## config.mk

```make
export PLATFORM = sky130hd
export DESIGN_NAME = glyph_to_fill_rect_generator
export DESIGN_NICKNAME = d
export VERILOG_FILES = /design/src/hdl/g2fr_pkg.sv /design/src/hdl/glyph_to_fill_rect_generator.sv /design/src/hdl/g2fr_layout.sv
export VERILOG_INCLUDE_DIRS = /design/src /design/src/hdl
export SDC_FILE = /design/constraint.sdc
export NUM_CORES = 1
export LEC_CHECK = 0
export BUFFER_PORTS_ARGS = -buffer_cell sky130_fd_sc_hd__buf_2
export CAP_MARGIN = 15
export CORE_MARGIN = 4
export CORE_UTILIZATION = 55
export DETAILED_ROUTE_END_ITERATION = 7
export GPL_TIMING_DRIVEN = 0
export PLACE_DENSITY_LB_ADDON = 0.1
export SLEW_MARGIN = 5
export SYNTH_ARGS = -nofsm -noshare
export SYNTH_HDL_FRONTEND = slang
export SYNTH_SLANG_ARGS = --single-unit
```

## constraint.sdc

```tcl
create_clock -name clk -period 9 [get_ports clk]
set_input_delay 1.35 -clock clk [delete_from_list [all_inputs] [get_ports clk]]
set_output_delay 1.35 -clock clk [all_outputs]
set_load 0.05 [all_outputs]
```

## src/hdl/assert_macros.svh

```systemverilog
// ---------------------------------------------------------------------------
// Assertion macros
// Shared concurrent assertion forms for the glyph rectangle generator.
// ---------------------------------------------------------------------------
`ifndef ASSERT_MACROS_SVH
`define ASSERT_MACROS_SVH

// Property must hold at every clock edge outside reset.
`define G2FR_ASSERT(lbl, clk, rstn, prop, msg) \
  lbl: assert property (@(posedge clk) disable iff (!rstn) prop) \
    else $error(msg);

// Condition must never be seen outside reset.
`define G2FR_ASSERT_NEVER(lbl, clk, rstn, cond, msg) \
  lbl: assert property (@(posedge clk) disable iff (!rstn) !(cond)) \
    else $error(msg);

`endif

```

## src/hdl/g2fr_pkg.sv

```systemverilog
// ---------------------------------------------------------------------------
// g2fr_pkg
// Types, constants and the 5x7 glyph ROM of the glyph rectangle generator.
// ---------------------------------------------------------------------------
package g2fr_pkg;

  // Coordinates reach 255 + 31*6*15 + 5*15, so 12 bits never wrap.
  localparam int COORD_W     = 12;
  localparam int GLYPH_COLS  = 5;
  localparam int GLYPH_ROWS  = 8;
  // Background cell plus one candidate square per glyph bit.
  localparam int MASK_W      = 1 + GLYPH_COLS * GLYPH_ROWS;
  localparam int IN_TDATA_W  = 72;
  localparam int OUT_TDATA_W = 48;

  localparam logic [7:0] CHAR_UPPER_A = 8'h41;
  localparam logic [7:0] CHAR_UPPER_Z = 8'h5A;
  localparam logic [7:0] CHAR_DIGIT_0 = 8'h30;
  localparam logic [7:0] CHAR_DIGIT_9 = 8'h39;
  localparam logic [7:0] CHAR_BANG    = 8'h21;

  localparam logic [5:0] DIGIT_BASE = 6'd26;
  localparam logic [5:0] BANG_INDEX = 6'd36;
  localparam logic [5:0] NO_GLYPH   = 6'd63;

  typedef logic [COORD_W-1:0] coord_t;
  // Column 0 sits at index 0; bit r of a column is glyph row r.
  typedef logic [0:GLYPH_COLS-1][7:0] glyph_t;

  // Placement of one character cell, ready for emission.
  typedef struct packed {
    coord_t                   cell_x;
    coord_t                   cell_y;
    coord_t [GLYPH_COLS-1:0]  col_x;
    coord_t [GLYPH_ROWS-1:0]  row_y;
    logic [3:0]               scale;
    logic [15:0]              fg;
    logic [15:0]              bg;
  } job_t;

  function automatic logic [5:0] glyph_index(input logic [7:0] ch);
    logic [5:0] idx;
    idx = NO_GLYPH;
    if (ch >= CHAR_UPPER_A && ch <= CHAR_UPPER_Z) begin
      idx = 6'(ch - CHAR_UPPER_A);
    end else if (ch >= CHAR_DIGIT_0 && ch <= CHAR_DIGIT_9) begin
      idx = DIGIT_BASE + 6'(ch - CHAR_DIGIT_0);
    end else if (ch == CHAR_BANG) begin
      idx = BANG_INDEX;
    end
    return idx;
  endfunction

  function automatic glyph_t glyph_rom(input logic [5:0] idx);
    glyph_t g;
    case (idx)
      6'd0:  g = {8'd126, 8'd17,  8'd17,  8'd17,  8'd126};
      6'd1:  g = {8'd127, 8'd73,  8'd73,  8'd73,  8'd54};
      6'd2:  g = {8'd62,  8'd65,  8'd65,  8'd65,  8'd34};
      6'd3:  g = {8'd127, 8'd65,  8'd65,  8'd34,  8'd28};
      6'd4:  g = {8'd127, 8'd73,  8'd73,  8'd73,  8'd65};
      6'd5:  g = {8'd127, 8'd9,   8'd9,   8'd9,   8'd1};
      6'd6:  g = {8'd62,  8'd65,  8'd73,  8'd73,  8'd122};
      6'd7:  g = {8'd127, 8'd8,   8'd8,   8'd8,   8'd127};
      6'd8:  g = {8'd0,   8'd65,  8'd127, 8'd65,  8'd0};
      6'd9:  g = {8'd32,  8'd64,  8'd65,  8'd63,  8'd1};
      6'd10: g = {8'd127, 8'd8,   8'd20,  8'd34,  8'd65};
      6'd11: g = {8'd127, 8'd64,  8'd64,  8'd64,  8'd64};
      6'd12: g = {8'd127, 8'd2,   8'd12,  8'd2,   8'd127};
      6'd13: g = {8'd127, 8'd4,   8'd8,   8'd16,  8'd127};
      6'd14: g = {8'd62,  8'd65,  8'd65,  8'd65,  8'd62};
      6'd15: g = {8'd127, 8'd9,   8'd9,   8'd9,   8'd6};
      6'd16: g = {8'd62,  8'd65,  8'd81,  8'd33,  8'd94};
      6'd17: g = {8'd127, 8'd9,   8'd25,  8'd41,  8'd70};
      6'd18: g = {8'd70,  8'd73,  8'd73,  8'd73,  8'd49};
      6'd19: g = {8'd1,   8'd1,   8'd127, 8'd1,   8'd1};
      6'd20: g = {8'd63,  8'd64,  8'd64,  8'd64,  8'd63};
      6'd21: g = {8'd31,  8'd32,  8'd64,  8'd32,  8'd31};
      6'd22: g = {8'd63,  8'd64,  8'd56,  8'd64,  8'd63};
      6'd23: g = {8'd99,  8'd20,  8'd8,   8'd20,  8'd99};
      6'd24: g = {8'd7,   8'd8,   8'd112, 8'd8,   8'd7};
      6'd25: g = {8'd97,  8'd81,  8'd73,  8'd69,  8'd67};
      6'd26: g = {8'd62,  8'd81,  8'd73,  8'd69,  8'd62};
      6'd27: g = {8'd0,   8'd66,  8'd127, 8'd64,  8'd0};
      6'd28: g = {8'd66,  8'd97,  8'd81,  8'd73,  8'd70};
      6'd29: g = {8'd33,  8'd65,  8'd69,  8'd75,  8'd49};
      6'd30: g = {8'd24,  8'd20,  8'd18,  8'd127, 8'd16};
      6'd31: g = {8'd39,  8'd69,  8'd69,  8'd69,  8'd57};
      6'd32: g = {8'd60,  8'd74,  8'd73,  8'd73,  8'd48};
      6'd33: g = {8'd1,   8'd113, 8'd9,   8'd5,   8'd3};
      6'd34: g = {8'd54,  8'd73,  8'd73,  8'd73,  8'd54};
      6'd35: g = {8'd6,   8'd73,  8'd73,  8'd41,  8'd30};
      6'd36: g = {8'd0,   8'd0,   8'd95,  8'd0,   8'd0};
      default: g = '0;
    endcase
    return g;
  endfunction

endpackage

```

## src/hdl/glyph_to_fill_rect_generator.sv

```systemverilog
// ---------------------------------------------------------------------------
// glyph_to_fill_rect_generator
// Turns one character into clipped fill-rectangle words for the panel.
// ---------------------------------------------------------------------------
//
//  channel  direction  word                          end marker
//  in_*     input      one character with placement  none
//  out_*    output     one clipped fill rectangle    tlast on final rect
//
//  One rectangle leaves per cycle unless out_tready stalls; a character
//  sends one rectangle per visible mask bit (1 to 41), drained lowest bit
//  first from the job mask. A character with nothing visible (scale zero,
//  or all off-panel) emits nothing. A character passes the input, job and
//  output registers before its first rectangle leaves.
//  Reset (rst_n low, synchronous) empties the input, job and output stages.
//  Stalls on out_tready hold the output word; the next character still
//  lands in the input register while the current one drains.
//
`include "assert_macros.svh"

module glyph_to_fill_rect_generator #(
  parameter int PANEL_WIDTH  = 128,
  parameter int PANEL_HEIGHT = 160
) (
  input  logic                             clk,
  input  logic                             rst_n,
  input  logic                             in_tvalid,
  output logic                             in_tready,
  // [7:0] char_code, [15:8] origin_x, [23:16] origin_y,
  // [28:24] slot_from_right, [44:29] fg_color, [60:45] bg_color,
  // [64:61] scale, [71:65] zero
  input  logic [g2fr_pkg::IN_TDATA_W-1:0]  in_tdata,
  output logic                             out_tvalid,
  input  logic                             out_tready,
  // [6:0] rect_x, [14:7] rect_y, [22:15] rect_w, [30:23] rect_h,
  // [46:31] rect_color, [47] zero
  output logic [g2fr_pkg::OUT_TDATA_W-1:0] out_tdata,
  output logic                             out_tlast
);

  // Input stage: raw character word.
  logic        a_valid_r;
  logic        a_valid_nxt;
  logic [7:0]  a_char_r;
  logic [7:0]  a_ox_r;
  logic [7:0]  a_oy_r;
  logic [4:0]  a_slot_r;
  logic [15:0] a_fg_r;
  logic [15:0] a_bg_r;
  logic [3:0]  a_scale_r;
  logic        in_fire;

  // Job stage: placed cell and the rectangles still to send.
  g2fr_pkg::job_t              job_nxt;
  g2fr_pkg::job_t              job_r;
  logic [g2fr_pkg::MASK_W-1:0] mask_new;
  logic [g2fr_pkg::MASK_W-1:0] job_mask_r;
  logic [g2fr_pkg::MASK_W-1:0] job_mask_nxt;
  logic [g2fr_pkg::MASK_W-1:0] rest;
  logic [g2fr_pkg::MASK_W-1:0] pick_oh;
  logic                        job_last;
  logic                        job_free;
  logic                        a_to_b;

  // Emission.
  logic [5:0]       pick_idx;
  logic [5:0]       glyph_bit;
  logic [2:0]       pick_col;
  logic [2:0]       pick_row;
  logic             is_bg;
  g2fr_pkg::coord_t pick_x;
  g2fr_pkg::coord_t pick_y;
  logic [6:0]       w_full;
  logic [6:0]       h_full;
  g2fr_pkg::coord_t room_x;
  g2fr_pkg::coord_t room_y;
  g2fr_pkg::coord_t clip_w;
  g2fr_pkg::coord_t clip_h;
  logic             out_load;

  // Output register.
  logic        out_valid_r;
  logic        out_valid_nxt;
  logic        out_last_r;
  logic [6:0]  out_x_r;
  logic [7:0]  out_y_r;
  logic [7:0]  out_w_r;
  logic [7:0]  out_h_r;
  logic [15:0] out_color_r;

  // ---- handshake -----------------------------------------------------------
  // The input register frees up as soon as its character moves to the job
  // stage, which happens when the job stage empties in this same cycle.
  assign in_fire   = in_tvalid && in_tready;
  assign in_tready = !a_valid_r || a_to_b;

  assign out_load  = (job_mask_r != '0) && (!out_valid_r || out_tready);
  // Lowest pending rectangle goes next; rest is what stays behind.
  assign rest      = job_mask_r & (job_mask_r - g2fr_pkg::MASK_W'(1));
  assign pick_oh   = job_mask_r & ~rest;
  assign job_last  = (rest == '0);
  assign job_free  = (job_mask_r == '0) || (out_load && job_last);
  assign a_to_b    = a_valid_r && job_free;

  always_comb begin
    a_valid_nxt = a_valid_r;
    if (in_fire) begin
      a_valid_nxt = 1'b1;
    end else if (a_to_b) begin
      a_valid_nxt = 1'b0;
    end
    job_mask_nxt = job_mask_r;
    if (a_to_b) begin
      job_mask_nxt = mask_new;
    end else if (out_load) begin
      job_mask_nxt = rest;
    end
    out_valid_nxt = out_valid_r;
    if (out_load) begin
      out_valid_nxt = 1'b1;
    end else if (out_tready) begin
      out_valid_nxt = 1'b0;
    end
  end

  // ---- placement -----------------------------------------------------------
  g2fr_layout #(
    .PANEL_WIDTH  (PANEL_WIDTH),
    .PANEL_HEIGHT (PANEL_HEIGHT)
  ) u_layout (
    .char_code       (a_char_r),
    .origin_x        (a_ox_r),
    .origin_y        (a_oy_r),
    .slot_from_right (a_slot_r),
    .fg_color        (a_fg_r),
    .bg_color        (a_bg_r),
    .scale           (a_scale_r),
    .job             (job_nxt),
    .mask            (mask_new)
  );

  // ---- emission ------------------------------------------------------------
  // Decode the picked bit: bit 0 is the background cell, bit 1+8c+r is the
  // glyph square of column c, row r.
  always_comb begin
    pick_idx = '0;
    for (int k = 0; k < g2fr_pkg::MASK_W; k++) begin
      if (pick_oh[k]) begin
        pick_idx = 6'(k);
      end
    end
  end

  assign is_bg     = pick_oh[0];
  assign glyph_bit = pick_idx - 6'd1;
  assign pick_col  = glyph_bit[5:3];
  assign pick_row  = glyph_bit[2:0];
  assign pick_x    = is_bg ? job_r.cell_x : job_r.col_x[pick_col];
  assign pick_y    = is_bg ? job_r.cell_y : job_r.row_y[pick_row];
  // Background is 6 by 8 squares; x6 by shifted adds, x8 by a shift.
  assign w_full    = is_bg ? ({1'b0, job_r.scale, 2'b00} + {2'b00, job_r.scale, 1'b0})
                           : {3'b000, job_r.scale};
  assign h_full    = is_bg ? {job_r.scale, 3'b000} : {3'b000, job_r.scale};

  // Trim to the panel edge; the mask already guarantees x and y are on it.
  assign room_x = g2fr_pkg::coord_t'(PANEL_WIDTH) - pick_x;
  assign room_y = g2fr_pkg::coord_t'(PANEL_HEIGHT) - pick_y;
  assign clip_w = (g2fr_pkg::coord_t'(w_full) > room_x) ? room_x
                                                        : g2fr_pkg::coord_t'(w_full);
  assign clip_h = (g2fr_pkg::coord_t'(h_full) > room_y) ? room_y
                                                        : g2fr_pkg::coord_t'(h_full);

  // ---- registers -----------------------------------------------------------
  always_ff @(posedge clk) begin
    if (!rst_n) begin
      a_valid_r   <= 1'b0;
      job_mask_r  <= '0;
      out_valid_r <= 1'b0;
    end else begin
      a_valid_r   <= a_valid_nxt;
      job_mask_r  <= job_mask_nxt;
      out_valid_r <= out_valid_nxt;
    end
  end

  always_ff @(posedge clk) begin
    if (in_fire) begin
      a_char_r  <= in_tdata[7:0];
      a_ox_r    <= in_tdata[15:8];
      a_oy_r    <= in_tdata[23:16];
      a_slot_r  <= in_tdata[28:24];
      a_fg_r    <= in_tdata[44:29];
      a_bg_r    <= in_tdata[60:45];
      a_scale_r <= in_tdata[64:61];
    end
    if (a_to_b) begin
      job_r <= job_nxt;
    end
    if (out_load) begin
      out_x_r     <= pick_x[6:0];
      out_y_r     <= pick_y[7:0];
      out_w_r     <= clip_w[7:0];
      out_h_r     <= clip_h[7:0];
      out_color_r <= is_bg ? job_r.bg : job_r.fg;
      out_last_r  <= job_last;
    end
  end

  assign out_tvalid = out_valid_r;
  assign out_tlast  = out_last_r;
  assign out_tdata  = {1'b0, out_color_r, out_h_r, out_w_r, out_y_r, out_x_r};

  // ---- checks --------------------------------------------------------------
  `G2FR_ASSERT(a_pick_onehot, clk, rst_n, (job_mask_r != '0) |-> $onehot(pick_oh), "pick not one-hot")
  `G2FR_ASSERT(a_job_keeps_work, clk, rst_n, (out_load && !job_last) |=> (job_mask_r != '0), "job lost rectangles")
  `G2FR_ASSERT(a_held_item, clk, rst_n, (a_valid_r && !a_to_b) |=> a_valid_r, "input word dropped")
  `G2FR_ASSERT_NEVER(a_rect_nonempty, clk, rst_n, out_valid_r && (out_w_r == '0 || out_h_r == '0), "empty rectangle")

endmodule

```

## src/hdl/g2fr_layout.sv

```systemverilog
// ---------------------------------------------------------------------------
// g2fr_layout
// Places one character cell: column and row positions and the visible mask.
// ---------------------------------------------------------------------------
module g2fr_layout #(
  parameter int PANEL_WIDTH  = 128,
  parameter int PANEL_HEIGHT = 160
) (
  input  logic [7:0]                  char_code,
  input  logic [7:0]                  origin_x,
  input  logic [7:0]                  origin_y,
  input  logic [4:0]                  slot_from_right,
  input  logic [15:0]                 fg_color,
  input  logic [15:0]                 bg_color,
  input  logic [3:0]                  scale,
  output g2fr_pkg::job_t              job,
  output logic [g2fr_pkg::MASK_W-1:0] mask
);

  logic [8:0]                          slot_sc;
  logic [11:0]                         span;
  g2fr_pkg::coord_t                    cell_x;
  g2fr_pkg::glyph_t                    glyph;
  logic [g2fr_pkg::GLYPH_COLS-1:0]     col_vis;
  logic [g2fr_pkg::GLYPH_ROWS-1:0]     row_vis;

  // Cell x = origin + slot * 6 * scale; the x6 is two shifted adds.
  assign slot_sc = {4'b0000, slot_from_right} * {5'b00000, scale};
  assign span    = {1'b0, slot_sc, 2'b00} + {2'b00, slot_sc, 1'b0};
  assign cell_x  = g2fr_pkg::coord_t'(origin_x) + g2fr_pkg::coord_t'(span);
  assign glyph   = g2fr_pkg::glyph_rom(g2fr_pkg::glyph_index(char_code));

  always_comb begin
    job.cell_x = cell_x;
    job.cell_y = g2fr_pkg::coord_t'(origin_y);
    job.scale  = scale;
    job.fg     = fg_color;
    job.bg     = bg_color;
    // Rotated glyph: column c lands at offset 5-c, row r at offset 7-r.
    for (int c = 0; c < g2fr_pkg::GLYPH_COLS; c++) begin
      job.col_x[c] = cell_x + g2fr_pkg::coord_t'(scale)
                     * g2fr_pkg::coord_t'(g2fr_pkg::GLYPH_COLS - c);
      col_vis[c]   = job.col_x[c] < g2fr_pkg::coord_t'(PANEL_WIDTH);
    end
    for (int r = 0; r < g2fr_pkg::GLYPH_ROWS; r++) begin
      job.row_y[r] = g2fr_pkg::coord_t'(origin_y) + g2fr_pkg::coord_t'(scale)
                     * g2fr_pkg::coord_t'(g2fr_pkg::GLYPH_ROWS - 1 - r);
      row_vis[r]   = job.row_y[r] < g2fr_pkg::coord_t'(PANEL_HEIGHT);
    end
    mask[0] = (scale != 4'd0) && (cell_x < g2fr_pkg::coord_t'(PANEL_WIDTH))
              && (g2fr_pkg::coord_t'(origin_y) < g2fr_pkg::coord_t'(PANEL_HEIGHT));
    for (int c = 0; c < g2fr_pkg::GLYPH_COLS; c++) begin
      for (int r = 0; r < g2fr_pkg::GLYPH_ROWS; r++) begin
        mask[1 + c * g2fr_pkg::GLYPH_ROWS + r] = (scale != 4'd0) && glyph[c][r]
                                                 && col_vis[c] && row_vis[r];
      end
    end
  end

endmodule

```

Yosys cells after proc, flatten, opt, wreduce, memory -nomap -nowiden. Memory sizes are Yosys's and may differ from the RTL's. Cells that the tools add are included. W data, S select, Z words.

Bits in registers: 356. Bits in latches: 0. RAM bits: 0. Memory bits (read-only): 2240. Input bits: 76. Output and inout port bits: 51. Logic and storage cells: 289. Memories kept: 1.

$add $sub $neg: 22. Multiply operators: 5. Divide/modulo/power cells: 0. Magnitude comparators: 22. Equal/unequal tests: 1. Shifts and indexed selects: 0. Mux-type cells: 60. Bitwise logic cells: 3. Reduce and logical (&&, ||, !) cells: 140.

Memory list: (name not given) (depth 64, bits a word 35, rd ports 1, clocked after memory_dff 0, write ports 0, RTL line g2fr_pkg.sv:56) `case (idx)`.

Operators with widths (number): $mux W6 (41); $lt A12 B8 Y1 const B (13); $logic_and A1 B1 Y1 (123); $and A41 B41 Y41 (2); $logic_not A41 Y1 (2); $mux W41 (2); $bmux W12 S3 (2); $mux W12 (4); $not A41 Y41 (1); $reduce_bool A41 Y1 (1); $sub A41 B1 Y41 const B (1); $mux W7 (4); $add A8 B7 Y9 (3); $add A12 B6 Y12 (2); $gt A7 B12 Y1 (2); $sub A8 B12 Y12 const A (2); $add A8 B6 Y9 (2); $mux W16 (1); $mul A4 B3 Y7 const B (2); $add A11 B10 Y12 (1); $add A12 B4 Y12 (1); $add A12 B5 Y12 (1); $add A12 B7 Y12 (1); $add A8 B12 Y12 (1); other kinds (22) (38).

Longest topological paths before layout.
Depth after elaboration: 51. Mapped depth: 35. Mapped depth without buffers: 30.

Modules after synthesis. A second synthesis with hierarchy kept.

Cells, all modules: 2205. Area total of the unflattened synthesis: 23751.5 um2.

Modules (own cells, without submodules): glyph_to_fill_rect_generator (times used 1, cells each 1165, area an instance 16208.0 um2, sequential area each 10740.3 um2); g2fr_layout (times used 1, cells each 1040, area an instance 7543.5 um2, sequential area each 0.0 um2).

Worst setup path after synthesis. No wires, ideal clock.

Path type: reg2reg. Start point: register job_mask_r[0] (netlist name). End point: register job_mask_r[13] (netlist name). Setup time: 127 ps. Arrival time: 8490 ps. Data required time: 8873 ps. Path slack: 382 ps. Cell stages (with the launch flop): 17. Buffers on the path: 4. Clock period less this slack: 8618 ps. Cell sequence: dfxtp_1 buf_6 or4_4 buf_6 or3_1 or3_1 maj3_1 o21a_1 o22ai_1 and4bb_1 a21oi_1 nor2b_1 clkbuf_1 clkbuf_1 o21ai_0 nand3_1 o21ai_0.

Word-level cells in the longest chain between the ends: 7. Elaborated cells on any way between the ends: 12. Those cells by class: add/sub: 1; mux: 2; bitwise: 1; reduce/logical: 8.

Ends and longest elaborated chain: start: declaration (RTL line glyph_to_fill_rect_generator.sv:57) `logic [g2fr_pkg::MASK_W-1:0] job_mask_r;`; start signal: assignment (RTL line glyph_to_fill_rect_generator.sv:181) `job_mask_r <= job_mask_nxt;`; $sub A41 B1 Y41 (RTL line glyph_to_fill_rect_generator.sv:99) `assign rest = job_mask_r & (job_mask_r - g2fr_pkg::MASK_W'(1));`; $and A41 B41 Y41 * (RTL line glyph_to_fill_rect_generator.sv:99); $logic_not A41 Y1 * (RTL line glyph_to_fill_rect_generator.sv:101) `assign job_last = (rest == '0);`; via job_last (RTL line glyph_to_fill_rect_generator.sv:61) `logic job_last;`; $logic_and A1 B1 Y1 * (RTL line glyph_to_fill_rect_generator.sv:102) `assign job_free = (job_mask_r == '0) || (out_load && job_last);`; $logic_or A1 B1 Y1 * (RTL line glyph_to_fill_rect_generator.sv:102); $logic_and A1 B1 Y1 * (RTL line glyph_to_fill_rect_generator.sv:103) `assign a_to_b = a_valid_r && job_free;`; via a_to_b (RTL line glyph_to_fill_rect_generator.sv:63) `logic a_to_b;`; $mux W41 or $reduce_bool A2 Y1 (tied branches).

Mark *: on every way through the listed nets, which the timed path passes. The rest lies on a longest branch. The select of a mux whose other input is x is not followed. A chain may end at the register's enable or synchronous reset.

==> reports/results.txt <==
Outcome = finished, final reports clean
Cell Chain, Critical Path = clkbuf_1, nand2_1, fa_1, fa_1, inv_1, ha_1, a21o_1, a21oi_1, xnor2_1, fa_1, ha_1, inv_1, o21bai_1, a21oi_1, xnor2_1, and2_1, clkbuf_1, nand2_1, xnor2_1, nor3_1, nand3b_1, a221oi_1, nand4_1, a21boi_0
CTS buffer count = 37
Number of synthesized flops with an enable pin = 276
Post-route DRC = 0
Total GRT Usage = 29.6%
Min-delay worst type = reg -> reg
Die height = 199 um
Yosys top cell by area = edfxtp_1
Crit path buffers/inverters = 4
Sequential cell area fraction in the yosys report = 45.7%
Final wirelength = 58,700 um
CTS tree = built
Synth Area in Adders = 11.5%
Post-Syn Instances = 1,867
CP peak stage delay = 0.80 ns
Layout area overhead = 12.9%
Slew Limit Fails = 0
Crit Path Class = reg -> reg
H-tree Lvls = 2
Critical Path Fanout Max = 13
Most used DFF post-synth = edfxtp_1
Final setup fails = 0
Yosys reg bits = 319
Fin nets = 2,274
Tcrit/Tclk final = 91.5%
Die Wd = 199 um
Synthesized area = 20,000 um^2
Syn avg cell area = 10.7 um^2
Vias = 15,914
Hold buffers post-CTS = 0
FP Rows = 69
CTS Buffer Depth = 3
Vias/cell = 6.31
Setup crit end kind = register
WP data arrival = 8.72 ns
CORE AREA = 35,700 um^2
Post-synthesis mux area share = 4.41%
Initial Util = 56.0%
Slew headroom = 25.2%
Initial antenna violation count = 0
Required @ worst endpoint = 9.48 ns
1st-iter DRT viols = 1,602
Worst hold slack = 0.418 ns
Main area contributors after synthesis = edfxtp_1 41%, ha_1 8.2%, dfxtp_1 4.3%
Share of post-route cells with drive strength above 1 = 12.7%
Clock Latency Late Sink = 0.57 ns
Post-synth ARST share = 0%
GPL Wtd Cong = 0.979
I/O pin cnt = 127
RSZ-0062 raised after global routing = no
Die area = 39,500 um^2
Synth Area in XOR/XNOR = 4.94%
Slowest CP cell = edfxtp_1
CTS sink cnt = 319
Post-route ant nets = 0
Yosys cell types = 98
Port Buf Inserts = 118
Pre-antenna DRT Iters = 5
Root buffer cell = clkbuf_16
Synth top area share = 41.4%
Synth warn = 0
CP startpoint kind = register
Filler cell count = 2,912
Measured slew at the worst slew-check pin = 1.11 ns
Pin count of the biggest net entering global routing = 68
Simple-gate portion of the synthesized area = 13.0%
Tmin final = 8.23 ns
Largest family of logic cells by synthesized area = compound AO/OA/AOI/OAI gates
Critical path's top delay family = adder cells
Hpwl dp = 44,700 um
Final Hold Fails = 0
Synth Area in Compound Gates = 16.6%
Post_cts resized = 0
Post-CTS Setup Bufs = 0
Max-cap violations = 0
DR WL/cell = 23.3 um
Clk_skew = 0.0255 ns
Clk pin slew, worst setup/hold paths = 0.06 ns
Grt ovf = 0
Fmax = 121 MHz
Global-route wire length before repair = 90,200 um
Vias in the first global route = 15,737
-- layer usage --
metal  share of wire [%]  global-route usage [%]
met5                   0                       0
met4                 4.3                    12.1
met3                 7.1                    4.79
met2                  48                    49.5
met1                  41                    38.9
-- kinds of logic (layout without fill, tap and decap cells) --
| group | after synthesis | after routing |
|---|---|---|
| xor+xnor | 113 | 113 |
| other cells | 1 | 4 |
| compound gates | 506 | 506 |
| simple gates | 502 | 502 |
| fa+ha+maj | 166 | 166 |
| flops | 319 | 319 |
| mux | 68 | 68 |
| buf+inv | 192 | 384 |
-- flip-flops by register name, summed over array words and instances, names as in the netlist --
register,count
out_h_r,8
out_w_r,8
a_scale_r,4
job_r,163
out_tlast,1
a_bg_r,16
a_ox_r,8
a_fg_r,16
a_slot_r,5
out_y_r,8
a_valid_r,1
a_char_r,8
a_oy_r,8
job_mask_r,41
out_tvalid,1
out_color_r,16
out_x_r,7
-- cells in the final DEF, fill, tap and decap left out, types with 10 or more instances in the layout --
master,n
edfxtp_1,276
nand2_1,128
nand4_1,18
fa_1,31
a21o_1,33
nor2_1,109
nor4_1,10
o211ai_1,17
nand2b_1,16
o21a_1,18
xnor2_1,73
nor2b_1,26
o21ai_0,116
buf_1,11
o21bai_1,24
nand3_1,48
o31ai_1,12
a211o_1,11
inv_1,111
nor3_1,29
clkbuf_1,64
and3_1,18
or4_1,11
mux2i_1,32
ha_1,132
or3_1,18
and2_1,26
o22ai_1,11
a22oi_1,11
mux4_2,13
a31oi_1,14
xor2_1,40
mux2_2,19
buf_2,123
a21oi_1,120
a21boi_0,22
dfxtp_1,43
clkbuf_16,37
-- layout make-up --
class                           instances  area, um^2  share of cell area [%]
Antenna cell                            1        2.50                  0.0111
Buffer                                 79         337                    1.49
Clock buffer                           44         952                    4.21
Clock inverter                         21         248                    1.10
Inverter                              113         432                    1.91
Multi-Input combinational cell       1358       10100                    44.8
Sequential cell                       319        9150                    40.5
Tap cell                              461         577                    2.55
Timing Repair Buffer                  127         776                    3.43
-- through the flow --
step	util (%)	TNS [ns]	cells	setup WS, ns	cell area, um^2
global route	63.2	0	2522	0.337	22600
floorplan	-	0	1869	0.382	20000
global placement	59.3	-340.73	2448	-3.57	21200
CTS	63.2	0	2521	0.830	22600
finish	63.3	0	2523	0.767	22600
detailed placement	59.8	0	2456	0.831	21400
-- synthesized netlist by cell type, types with 33 or more instances --
cell / number
dfxtp_1: 43
o21ai_0: 116
edfxtp_1: 276
ha_1: 132
a21o_1: 33
inv_1: 111
clkbuf_1: 58
nor2_1: 109
nand2_1: 128
nand3_1: 48
xnor2_1: 73
xor2_1: 40
a21oi_1: 120
-- path summary, 6_finish.rpt --
check / from / end / slack (ns) / depth (start not counted)
max: a_scale_r[3]$_DFFE_PP_ / job_mask_r[21]$_SDFFE_PN0P_ / 0.77 / 24
min: a_bg_r[4]$_DFFE_PP_ / job_r[4]$_DFFE_PP_ / 0.42 / 0
max reg2reg: a_scale_r[3]$_DFFE_PP_ / job_mask_r[21]$_SDFFE_PN0P_ / 0.77 / 24
min reg2reg: a_bg_r[4]$_DFFE_PP_ / job_r[4]$_DFFE_PP_ / 0.42 / 0
Power is not shown: default switching activity piles up to over one toggle a cycle in this logic, so the estimate is an artifact.
